===== src/rtl/c8ie_pkg.sv =====
// Package: shared types and constants for the CHIP-8 execute block.
`timescale 1ns / 1ps
`default_nettype none
package c8ie_pkg;
	localparam logic [11:0] START_RESET = 12'h200;
	localparam logic [1:0] FAULT_NONE  = 2'd0;
	localparam logic [1:0] FAULT_OVER  = 2'd1;
	localparam logic [1:0] FAULT_UNDER = 2'd2;

	localparam logic [3:0] GRP_SYS  = 4'h0;
	localparam logic [3:0] GRP_JP   = 4'h1;
	localparam logic [3:0] GRP_CALL = 4'h2;
	localparam logic [3:0] GRP_SEI  = 4'h3;
	localparam logic [3:0] GRP_SNI  = 4'h4;
	localparam logic [3:0] GRP_SER  = 4'h5;
	localparam logic [3:0] GRP_LDI  = 4'h6;
	localparam logic [3:0] GRP_ADDI = 4'h7;
	localparam logic [3:0] GRP_ALU  = 4'h8;
	localparam logic [3:0] GRP_SNR  = 4'h9;
	localparam logic [3:0] GRP_LDIX = 4'hA;
	localparam logic [3:0] GRP_JPV0 = 4'hB;
	localparam logic [3:0] GRP_RND  = 4'hC;
	localparam logic [3:0] GRP_MISC = 4'hF;

	localparam logic [15:0] OP_HALT = 16'h0000;
	localparam logic [15:0] OP_RET  = 16'h00EE;
	localparam logic [7:0] FX_LDDT  = 8'h07;
	localparam logic [7:0] FX_SETDT = 8'h15;
	localparam logic [7:0] FX_ADDI  = 8'h1E;
	localparam logic [7:0] FX_STORE = 8'h55;

	localparam logic [3:0] ALU_MOV = 4'h0;
	localparam logic [3:0] ALU_OR  = 4'h1;
	localparam logic [3:0] ALU_AND = 4'h2;
	localparam logic [3:0] ALU_XOR = 4'h3;
	localparam logic [3:0] ALU_ADD = 4'h4;
	localparam logic [3:0] ALU_SUB = 4'h5;
	localparam logic [3:0] ALU_SHR = 4'h6;
	localparam logic [3:0] ALU_SBN = 4'h7;
	localparam logic [3:0] ALU_SHL = 4'hE;

	// controller -> datapath
	typedef struct packed {
		logic        load;   // latch instruction beat
		logic        exec;   // execute latched instruction
		logic        store;  // emit one store beat for register k
		logic        clr_k;
		logic        inc_k;
		logic        cfg_we;
	} c8ie_cmd_t;

	// datapath -> controller
	typedef struct packed {
		logic is_store;  // latched op is FX55 and not halted
		logic k_last;    // k equals X
	} c8ie_sts_t;
endpackage
`default_nettype wire


===== src/rtl/c8ie_if.sv =====
// Interfaces: valid/ready channels for instructions, results and config.
`timescale 1ns / 1ps
`default_nettype none
interface c8ie_in_if;
	logic        valid;
	logic        ready;
	logic [15:0] instruction;
	logic [7:0]  random_byte;
	modport source (output valid, instruction, random_byte, input ready);
	modport sink (input valid, instruction, random_byte, output ready);
endinterface

interface c8ie_out_if;
	logic        valid;
	logic        ready;
	logic [11:0] next_address;
	logic        stopped;
	logic [1:0]  fault;
	logic        store_valid;
	logic [11:0] store_address;
	logic [7:0]  store_data;
	logic        last_of_item;
	modport source (output valid, next_address, stopped, fault, store_valid,
		store_address, store_data, last_of_item, input ready);
	modport sink (input valid, next_address, stopped, fault, store_valid,
		store_address, store_data, last_of_item, output ready);
endinterface

interface c8ie_cfg_if;
	logic        valid;
	logic        ready;
	logic [11:0] data;
	modport source (output valid, data, input ready);
	modport sink (input valid, data, output ready);
endinterface
`default_nettype wire


===== src/rtl/c8ie_datapath.sv =====
// Datapath: register file, I, PC, return stack, timer and result fields.
`timescale 1ns / 1ps
`default_nettype none
module c8ie_datapath import c8ie_pkg::*; #(
	parameter int STACK_DEPTH = 16
) (
	input  wire logic        clk,
	input  wire logic        arst_n,
	input  wire c8ie_cmd_t   cmd,
	output c8ie_sts_t        sts,
	input  wire logic [15:0] instruction,
	input  wire logic [7:0]  random_byte,
	input  wire logic [11:0] cfg_data,
	output logic [11:0]      next_address,
	output logic             stopped,
	output logic [1:0]       fault,
	output logic             store_valid,
	output logic [11:0]      store_address,
	output logic [7:0]       store_data,
	output logic             last_of_item
);
	localparam int SW = $clog2(STACK_DEPTH);
	localparam int DW = $clog2(STACK_DEPTH + 1);

	logic [7:0]    v_q [16];
	logic [11:0]   i_q, pc_q;
	logic [11:0]   stk_q [STACK_DEPTH];
	logic [DW-1:0] sp_q;
	logic [7:0]    dt_q;
	logic          halt_q;
	logic [15:0]   op_q;
	logic [7:0]    rnd_q;
	logic [3:0]    k_q;

	logic [3:0]  x, y, n;
	logic [7:0]  nn, vx, vy;
	logic [11:0] nnn, pc2, pc4;
	logic [8:0]  sum;
	logic        full, empty;

	assign x   = op_q[11:8];
	assign y   = op_q[7:4];
	assign n   = op_q[3:0];
	assign nn  = op_q[7:0];
	assign nnn = op_q[11:0];
	assign vx  = v_q[x];
	assign vy  = v_q[y];
	assign pc2 = pc_q + 12'd2;
	assign pc4 = pc_q + 12'd4;
	assign sum = {1'b0, vx} + {1'b0, vy};
	assign full  = (sp_q == DW'(STACK_DEPTH));
	assign empty = (sp_q == '0);

	assign sts.is_store = !halt_q && op_q[15:12] == GRP_MISC && nn == FX_STORE;
	assign sts.k_last   = (k_q == x);

	always_ff @(posedge clk or negedge arst_n) begin
		if (!arst_n) begin
			for (int r = 0; r < 16; r++) v_q[r] <= '0;
			for (int s = 0; s < STACK_DEPTH; s++) stk_q[s] <= '0;
			i_q <= '0;
			pc_q <= START_RESET;
			sp_q <= '0;
			dt_q <= '0;
			halt_q <= 1'b0;
			k_q <= '0;
			next_address  <= '0;
			stopped       <= 1'b0;
			fault         <= FAULT_NONE;
			store_valid   <= 1'b0;
			store_address <= '0;
			store_data    <= '0;
			last_of_item  <= 1'b0;
		end else begin
			if (cmd.cfg_we) pc_q <= cfg_data;
			if (cmd.clr_k) k_q <= '0;
			else if (cmd.inc_k) k_q <= k_q + 4'd1;
			if (cmd.store) begin
				next_address  <= pc2;
				stopped       <= 1'b0;
				fault         <= FAULT_NONE;
				store_valid   <= 1'b1;
				store_address <= i_q + {8'd0, k_q};
				store_data    <= v_q[k_q];
				last_of_item  <= sts.k_last;
				if (sts.k_last) pc_q <= pc2;
			end
			if (cmd.exec) begin
				logic [11:0] nx;
				logic [1:0]  f;
				nx = pc2;
				f = FAULT_NONE;
				if (halt_q) begin
					nx = pc_q;
				end else begin
					unique case (op_q[15:12])
					GRP_SYS: begin
						if (op_q == OP_HALT) begin
							halt_q <= 1'b1;
							nx = pc_q;
						end else if (op_q == OP_RET) begin
							if (empty) f = FAULT_UNDER;
							else begin
								sp_q <= sp_q - DW'(1);
								nx = stk_q[SW'(sp_q - DW'(1))];
							end
						end
					end
					GRP_JP: nx = nnn;
					GRP_CALL: begin
						if (full) f = FAULT_OVER;
						else begin
							stk_q[SW'(sp_q)] <= pc2;
							sp_q <= sp_q + DW'(1);
							nx = nnn;
						end
					end
					GRP_SEI: if (vx == nn) nx = pc4;
					GRP_SNI: if (vx != nn) nx = pc4;
					GRP_SER: if (vx == vy) nx = pc4;
					GRP_LDI: v_q[x] <= nn;
					GRP_ADDI: v_q[x] <= vx + nn;
					GRP_ALU: begin
						unique case (n)
						ALU_MOV: v_q[x] <= vy;
						ALU_OR:  v_q[x] <= vx | vy;
						ALU_AND: v_q[x] <= vx & vy;
						ALU_XOR: v_q[x] <= vx ^ vy;
						ALU_ADD: begin
							v_q[x] <= sum[7:0];
							v_q[15] <= {7'd0, sum[8]};
						end
						ALU_SUB: begin
							v_q[x] <= vx - vy;
							v_q[15] <= {7'd0, vx >= vy};
						end
						ALU_SHR: begin
							v_q[x] <= vx >> 1;
							v_q[15] <= {7'd0, vx[0]};
						end
						ALU_SBN: begin
							v_q[x] <= vy - vx;
							v_q[15] <= {7'd0, vy >= vx};
						end
						ALU_SHL: begin
							v_q[x] <= vx << 1;
							v_q[15] <= {7'd0, vx[7]};
						end
						default: ;
						endcase
					end
					GRP_SNR: if (vx != vy) nx = pc4;
					GRP_LDIX: i_q <= nnn;
					GRP_JPV0: nx = nnn + {4'd0, v_q[0]};
					GRP_RND: v_q[x] <= rnd_q & nn;
					GRP_MISC: begin
						if (nn == FX_LDDT) v_q[x] <= dt_q;
						else if (nn == FX_SETDT) dt_q <= vx;
						else if (nn == FX_ADDI) i_q <= i_q + {4'd0, vx};
					end
					default: ;
					endcase
				end
				pc_q          <= nx;
				next_address  <= nx;
				stopped       <= halt_q || (op_q == OP_HALT);
				fault         <= f;
				store_valid   <= 1'b0;
				store_address <= '0;
				store_data    <= '0;
				last_of_item  <= 1'b1;
			end
		end
	end

	always_ff @(posedge clk) begin
		if (cmd.load) begin
			op_q  <= instruction;
			rnd_q <= random_byte;
		end
	end
endmodule
`default_nettype wire


===== src/rtl/c8ie_ctrl.sv =====
// Controller: sequences accept, execute, FX55 store walk and result beats.
`timescale 1ns / 1ps
`default_nettype none
module c8ie_ctrl import c8ie_pkg::*; (
	input  wire logic      clk,
	input  wire logic      arst_n,
	input  wire logic      in_valid,
	output logic           in_ready,
	output logic           out_valid,
	input  wire logic      out_ready,
	input  wire logic      cfg_valid,
	output logic           cfg_ready,
	input  wire c8ie_sts_t sts,
	output c8ie_cmd_t      cmd
);
	typedef enum logic [1:0] {S_IDLE, S_DEC, S_OUT, S_STORE} state_t;
	state_t state_q;
	logic   more_q;  // more store beats follow the one on the output

	assign in_ready  = (state_q == S_IDLE);
	assign cfg_ready = (state_q == S_IDLE);

	always_comb begin
		cmd = '0;
		cmd.load   = in_valid && in_ready;
		cmd.cfg_we = cfg_valid && cfg_ready;
		cmd.exec   = (state_q == S_DEC) && !sts.is_store;
		cmd.store  = (state_q == S_STORE);
		cmd.clr_k  = (state_q == S_DEC);
		cmd.inc_k  = (state_q == S_STORE);
	end

	always_ff @(posedge clk or negedge arst_n) begin
		if (!arst_n) begin
			state_q   <= S_IDLE;
			out_valid <= 1'b0;
			more_q    <= 1'b0;
		end else begin
			unique case (state_q)
			S_IDLE: if (in_valid) state_q <= S_DEC;
			S_DEC: begin
				if (sts.is_store) state_q <= S_STORE;
				else begin
					out_valid <= 1'b1;
					more_q <= 1'b0;
					state_q <= S_OUT;
				end
			end
			S_STORE: begin
				out_valid <= 1'b1;
				more_q <= !sts.k_last;
				state_q <= S_OUT;
			end
			S_OUT: if (out_ready) begin
				out_valid <= 1'b0;
				state_q <= more_q ? S_STORE : S_IDLE;
			end
			default: state_q <= S_IDLE;
			endcase
		end
	end
endmodule
`default_nettype wire


===== src/rtl/chip8_instruction_execute_top.sv =====
// Top level: CHIP-8 instruction execute core.
// Sequence: an instruction beat is accepted in S_IDLE, executed in S_DEC and
// its registered result beat is held in S_OUT until taken; no new instruction
// is accepted before then. FX55 gives X+1 store beats, each loaded in S_STORE
// and then held in S_OUT until taken.
// Reset (arst_n low): V, I, stack, timer, halt clear; PC to 0x200.
`timescale 1ns / 1ps
`default_nettype none
module chip8_instruction_execute_top import c8ie_pkg::*; #(
	parameter int STACK_DEPTH = 16
) (
	input wire logic clk,
	input wire logic arst_n,
	c8ie_in_if.sink    instr,
	c8ie_out_if.source result,
	c8ie_cfg_if.sink   cfg
);
	c8ie_cmd_t cmd;
	c8ie_sts_t sts;

	// controller owns the handshakes; datapath owns all architectural state
	c8ie_ctrl u_ctrl (
		.clk(clk), .arst_n(arst_n),
		.in_valid(instr.valid), .in_ready(instr.ready),
		.out_valid(result.valid), .out_ready(result.ready),
		.cfg_valid(cfg.valid), .cfg_ready(cfg.ready),
		.sts(sts), .cmd(cmd)
	);

	c8ie_datapath #(.STACK_DEPTH(STACK_DEPTH)) u_dp (
		.clk(clk), .arst_n(arst_n), .cmd(cmd), .sts(sts),
		.instruction(instr.instruction), .random_byte(instr.random_byte),
		.cfg_data(cfg.data),
		.next_address(result.next_address), .stopped(result.stopped),
		.fault(result.fault), .store_valid(result.store_valid),
		.store_address(result.store_address), .store_data(result.store_data),
		.last_of_item(result.last_of_item)
	);
endmodule
`default_nettype wire


===== src/flat_wrapper.sv =====
// flat-port wrapper written by rule: the top's interface ports become plain ports
module chip8_instruction_execute_top_flat import c8ie_pkg::*;
#(
	parameter int STACK_DEPTH = 16
)
  (clk, arst_n, instr_valid, instr_instruction, instr_random_byte, instr_ready, result_valid, result_next_address, result_stopped, result_fault, result_store_valid, result_store_address, result_store_data, result_last_of_item, result_ready, cfg_valid, cfg_data, cfg_ready);
  c8ie_in_if instr_i ();
  c8ie_out_if result_i ();
  c8ie_cfg_if cfg_i ();
  input wire logic clk;
  input wire logic arst_n;
  input wire logic [$bits(instr_i.valid)-1:0] instr_valid;
  input wire logic [$bits(instr_i.instruction)-1:0] instr_instruction;
  input wire logic [$bits(instr_i.random_byte)-1:0] instr_random_byte;
  output wire logic [$bits(instr_i.ready)-1:0] instr_ready;
  output wire logic [$bits(result_i.valid)-1:0] result_valid;
  output wire logic [$bits(result_i.next_address)-1:0] result_next_address;
  output wire logic [$bits(result_i.stopped)-1:0] result_stopped;
  output wire logic [$bits(result_i.fault)-1:0] result_fault;
  output wire logic [$bits(result_i.store_valid)-1:0] result_store_valid;
  output wire logic [$bits(result_i.store_address)-1:0] result_store_address;
  output wire logic [$bits(result_i.store_data)-1:0] result_store_data;
  output wire logic [$bits(result_i.last_of_item)-1:0] result_last_of_item;
  input wire logic [$bits(result_i.ready)-1:0] result_ready;
  input wire logic [$bits(cfg_i.valid)-1:0] cfg_valid;
  input wire logic [$bits(cfg_i.data)-1:0] cfg_data;
  output wire logic [$bits(cfg_i.ready)-1:0] cfg_ready;
  assign instr_i.valid = instr_valid;
  assign instr_i.instruction = instr_instruction;
  assign instr_i.random_byte = instr_random_byte;
  assign instr_ready = instr_i.ready;
  assign result_valid = result_i.valid;
  assign result_next_address = result_i.next_address;
  assign result_stopped = result_i.stopped;
  assign result_fault = result_i.fault;
  assign result_store_valid = result_i.store_valid;
  assign result_store_address = result_i.store_address;
  assign result_store_data = result_i.store_data;
  assign result_last_of_item = result_i.last_of_item;
  assign result_i.ready = result_ready;
  assign cfg_i.valid = cfg_valid;
  assign cfg_i.data = cfg_data;
  assign cfg_ready = cfg_i.ready;
  chip8_instruction_execute_top #(.STACK_DEPTH(STACK_DEPTH)) u_core (.clk(clk), .arst_n(arst_n), .instr(instr_i), .result(result_i), .cfg(cfg_i));
endmodule

===== config.mk =====
export PLATFORM = sky130hd
export DESIGN_NAME = chip8_instruction_execute_top_flat
export DESIGN_NICKNAME = d
export VERILOG_FILES = /design/src/rtl/c8ie_pkg.sv /design/src/rtl/c8ie_if.sv /design/src/rtl/c8ie_datapath.sv /design/src/rtl/c8ie_ctrl.sv /design/src/rtl/chip8_instruction_execute_top.sv /design/src/flat_wrapper.sv
export SDC_FILE = /design/constraint.sdc
export NUM_CORES = 2
export LEC_CHECK = 0
export ABC_CLOCK_PERIOD_IN_PS = 7400
export BUFFER_PORTS_ARGS = -buffer_cell sky130_fd_sc_hd__buf_2
export CELL_PAD_IN_SITES_DETAIL_PLACEMENT = 1
export CELL_PAD_IN_SITES_GLOBAL_PLACEMENT = 2
export CORE_ASPECT_RATIO = 0.9
export CORE_MARGIN = 5
export CORE_UTILIZATION = 43
export DETAILED_ROUTE_END_ITERATION = 6
export PLACE_DENSITY = 0.95
export SLEW_MARGIN = 40
export SYNTH_ARGS = -nofsm -noshare
export SYNTH_HDL_FRONTEND = slang
export SYNTH_HIERARCHICAL = 1
export SYNTH_SLANG_ARGS = --single-unit

===== constraint.sdc =====
create_clock -name clk -period 7.4 [get_ports clk]
set_input_delay 1.48 -clock clk [delete_from_list [all_inputs] [get_ports clk]]
set_output_delay 1.48 -clock clk [all_outputs]
set_load 0.01 [all_outputs]

==> results.cfg <==
[logic_synthesis]
synth_nets = 4377
ys_seq_area_frac = 0.3060
synthTopCellsByArea = sky130_fd_sc_hd__dfrtp_1 28%, sky130_fd_sc_hd__mux4_2 10%, sky130_fd_sc_hd__o21ai_0 8.2%, sky130_fd_sc_hd__a21oi_1 7.2%, sky130_fd_sc_hd__nor2_1 5.5%
synth_top_flop_cell = sky130_fd_sc_hd__dfrtp_1
count_of_yosys_warnings_during_synthesis = 6
yosys.area.top_type = sky130_fd_sc_hd__dfrtp_1
yosysUniqueCellTypes = 111
synth-async-reset-ratio = 0.9438
avg_cell_area_syn_sq_um = 8.290
synth_top_cell_area_share = 0.2849
synth-edff-count = 24
post_synth_instance_area_sq_um = 35310
syn_inst = 4260
synth-seq-cells = 427

[sta]
highest_achievable_clock_rate_mhz = 164.1
setup_violations = 0
final.setup.worst_slack_ps = 1308
timing_hold_violations_final = 0
clock-skew-final_ps = 37.45
sum_of_negative_setup_slack_ps = 0
transition_time_at_the_pin_with_the_least_slew_margin_ps = 980.6
grt_setup_unrepaired = false
maxSlewHeadroom = 0.3463
period_needed_ps = 6092
timing.final.max_slew_violations = 0
layout_worst_path_cycle_share = 0.8233
timing.hold.ws_ps = 486.4

[place]
dp_hpwl_mm = 135.7
pre_cts_ws_ps = 1472
gp_routability_congestion = 1.086
numPortBuffers = 80

[detailed_routing]
post_detailed_route_drc_marker_count = 4
route.antenna.remaining_nets = 0
total_vias_in_the_final_route = 40242
drt-wirelength-per-cell_um = 38.23
drt-total-wl_mm = 200.0
avgViaCountPerCell = 7.694
detailedRoute.firstPassIterationCount = 7
drtIter0Drc = 6597

[cts]
number_of_buffers_added_to_fix_hold_violations_after_cts = 0
cts-resized-gates = 0
htree_levels = 2
clock_sink_count = 427
tritoncts.num_buffers = 50
cts_root_buf = sky130_fd_sc_hd__clkbuf_16
cts-root-to-sink-buffers = 3
post_cts_buffers = 0
tritoncts = built
clock_latency_ps = 640
clkTransAtPathRegs_ps = 60

[global_route]
grt.overflow.total = 0
maximum_number_of_pins_on_one_net_before_global_route_repair = 102
grt_antenna_before_repair = 19
grt_pass1_vias = 39686
grt_pass1_wl_mm = 284.5
gr-usage-all-layers = 0.4349

[min_path]
worst_hold_startpoint = u_core/u_dp/stk_q[185]$_DFFE_PN0P_
hold_depth = 2
timing.hold.worst.class = reg2reg
min_delay_worst_endpoint = u_core/u_dp/stk_q[185]$_DFFE_PN0P_

[die]
placement_rows = 99
core_area_sq_um = 81260
top_level_ports = 81
die_y_um = 281.9
die_w_um = 312.1
starting_density_of_the_core = 0.4346
die_area_sq_um = 87960

[critical_path]
reg2reg_slack_ps = 1310
critPathArrivalTime_ps = 6580
worstPathRequired_ps = 7890
critPathKind = reg2reg
critical_path.startpoint_type = register
path_max_fanout = 15
timing.rr.start = u_core/u_dp/op_q[4]$_DFFE_PP_
crit-reg2reg-capture = u_core/u_dp/pc_q[8]$_DFF_PN0_
endpoint_kind = register
worst-r2r-cell-count = 14

[outcome]
violations = DRC
status = complete, but fails checks

[cells_and_area]
ratio_of_cells_with_drive_above_1_in_the_final_layout = 0.1647
nets = 4237
flow.area_growth_from_synthesis_pct = 9.754

[run]
maxCapViolCount = 0

[power_and_ir_drop]
peakVddDrop_mv = 0.2221
post-layout-total-power_mw = 16.76
total_power_per_unit_cell_area_nw_per_um2 = 432.4
p_leak_nw = 15.51
-- worst max-delay path, cell delays in order (launching register included) --
cell                       delay [ps]
sky130_fd_sc_hd__edfxtp_1         930
sky130_fd_sc_hd__buf_4            480
sky130_fd_sc_hd__mux4_2           560
sky130_fd_sc_hd__mux4_2           640
sky130_fd_sc_hd__inv_1            170
sky130_fd_sc_hd__ha_1             430
sky130_fd_sc_hd__nor4_1           320
sky130_fd_sc_hd__buf_4            170
sky130_fd_sc_hd__nand2_1          240
sky130_fd_sc_hd__mux2i_1          560
sky130_fd_sc_hd__nand2_1          130
sky130_fd_sc_hd__mux2i_1          620
sky130_fd_sc_hd__o221ai_1         240
sky130_fd_sc_hd__o21ai_0          360
sky130_fd_sc_hd__nor2_1            90
-- area by class of cell --
class,count,area (sq um)
fill,9569,42500
antenna,10,25.02
sequential,427,10810
tap,1060,1326
clock inverter,15,156.4
inverter,53,203.9
clock buffer,77,1505
timing repair buffer,265,1934
multi-input combinational,3323,22790
-- through the flow --
| step | instance area [sq um] | cells | util |
|---|---|---|---|
| global placement | 36780 | 5119 | 0.4527 |
| global route | 38730 | 5220 | 0.4767 |
| CTS | 38630 | 5216 | 0.4753 |
| detailed placement | 36960 | 5124 | 0.4549 |
| finish | 38760 | 5230 | 0.4770 |
| floorplan | 35310 | 4260 | - |
-- worst max-delay path by stage --
stage / from / endpoint / slack, ps / cells after the start
after global routing: u_core/u_dp/op_q[4]$_DFFE_PP_ / u_core/u_dp/pc_q[8]$_DFF_PN0_ / 1260 / 14
after detailed placement: u_core/u_dp/op_q[9]$_DFFE_PP_ / u_core/u_dp/pc_q[10]$_DFF_PN0_ / 1470 / 12
after CTS: u_core/u_dp/op_q[9]$_DFFE_PP_ / u_core/u_dp/pc_q[10]$_DFF_PN0_ / 1330 / 12
after floorplan: u_core/u_dp/op_q[4]$_DFFE_PP_ / u_core/u_dp/v_q[69]$_DFFE_PN0P_ / 2860 / 18
final: u_core/u_dp/op_q[4]$_DFFE_PP_ / u_core/u_dp/pc_q[8]$_DFF_PN0_ / 1310 / 14
after global placement: u_core/u_dp/op_q[8]$_DFFE_PP_ / u_core/u_dp/v_q[118]$_DFFE_PN0P_ / 1350 / 14
-- layout by cell type, fill, tap and decap left out, drive strengths merged, types with 61 or more instances in the layout --
| master | count |
|---|---|
| a21oi | 507 |
| a31oi | 71 |
| buf | 264 |
| clkbuf | 78 |
| dfrtp | 402 |
| ha | 69 |
| mux2 | 61 |
| mux2i | 63 |
| mux4 | 165 |
| nand2 | 277 |
| nand3 | 90 |
| nor2 | 521 |
| nor3 | 74 |
| o21ai | 601 |
| o22ai | 63 |
-- cell usage after synthesis (all sizes together) (12+ instances only) --
library cell,count
nand2b,31
a21oi,507
mux2i,63
a41oi,13
dfrtp,402
o21a,17
o22a,17
or3,16
mux4,165
inv,49
o21ai,601
nand3,90
clkbuf,344
edfxtp,24
o31ai,22
nor3,74
nand2,277
nand4,49
a32oi,14
nor4,22
a31oi,71
a211oi,51
and2,24
ha,69
nor2b,31
nor2,521
o211ai,44
o221ai,25
o2111ai,18
xnor2,39
o32a,15
o22ai,63
mux2,61
and3,14
a311oi,12
a22oi,12
a21o,25
buf,113
a221oi,44
xor2,26
-- sequential cells by signal, indices dropped and copies added, names as in the netlist, 2 cells and up --
name,flops
u_core/u_dp/stk_q,192
u_core/u_dp/v_q,128
u_core/u_dp/op_q,16
u_core/u_dp/i_q,12
u_core/u_dp/next_address,12
u_core/u_dp/pc_q,12
u_core/u_dp/store_address,12
u_core/u_dp/dt_q,8
u_core/u_dp/rnd_q,8
u_core/u_dp/store_data,8
u_core/u_dp/sp_q,5
u_core/u_dp/k_q,4
u_core/u_ctrl/state_q,2
u_core/u_dp/fault,2
-- per-layer routing --
metal	wire [um]	track usage	up-vias
met4	15430	0.2597	23
met3	29240	0.1700	990
met2	81050	0.6271	3416
met5	221	0.005285	-
li1	-	-	15677
met1	74020	0.5542	20136
-- power by group --
part           switching [mW]  leakage [nW]  internal, mW
registers               0.981          5.67          2.98
clock network            1.11         0.815          1.47
logic                    7.01          9.02          3.21
total                    9.10          15.5          7.66
-- kinds of logic (layout without fill, tap and decap cells) --
group | Yosys count | in the layout | synth area share
AOI/OAI and AO/OA | 1667 | 1667 | 0.2822
and+or+nand+nor | 1226 | 1226 | 0.1634
buffers and inverters | 510 | 410 | 0.06062
DFF | 427 | 427 | 0.3060
muxes | 289 | 289 | 0.1433
adders and majority gates | 76 | 76 | 0.02842
xor gates and xnor gates | 65 | 65 | 0.01612
other | 0 | 10 | 0
No activity file was read; power rests on OpenSTA's default activity.
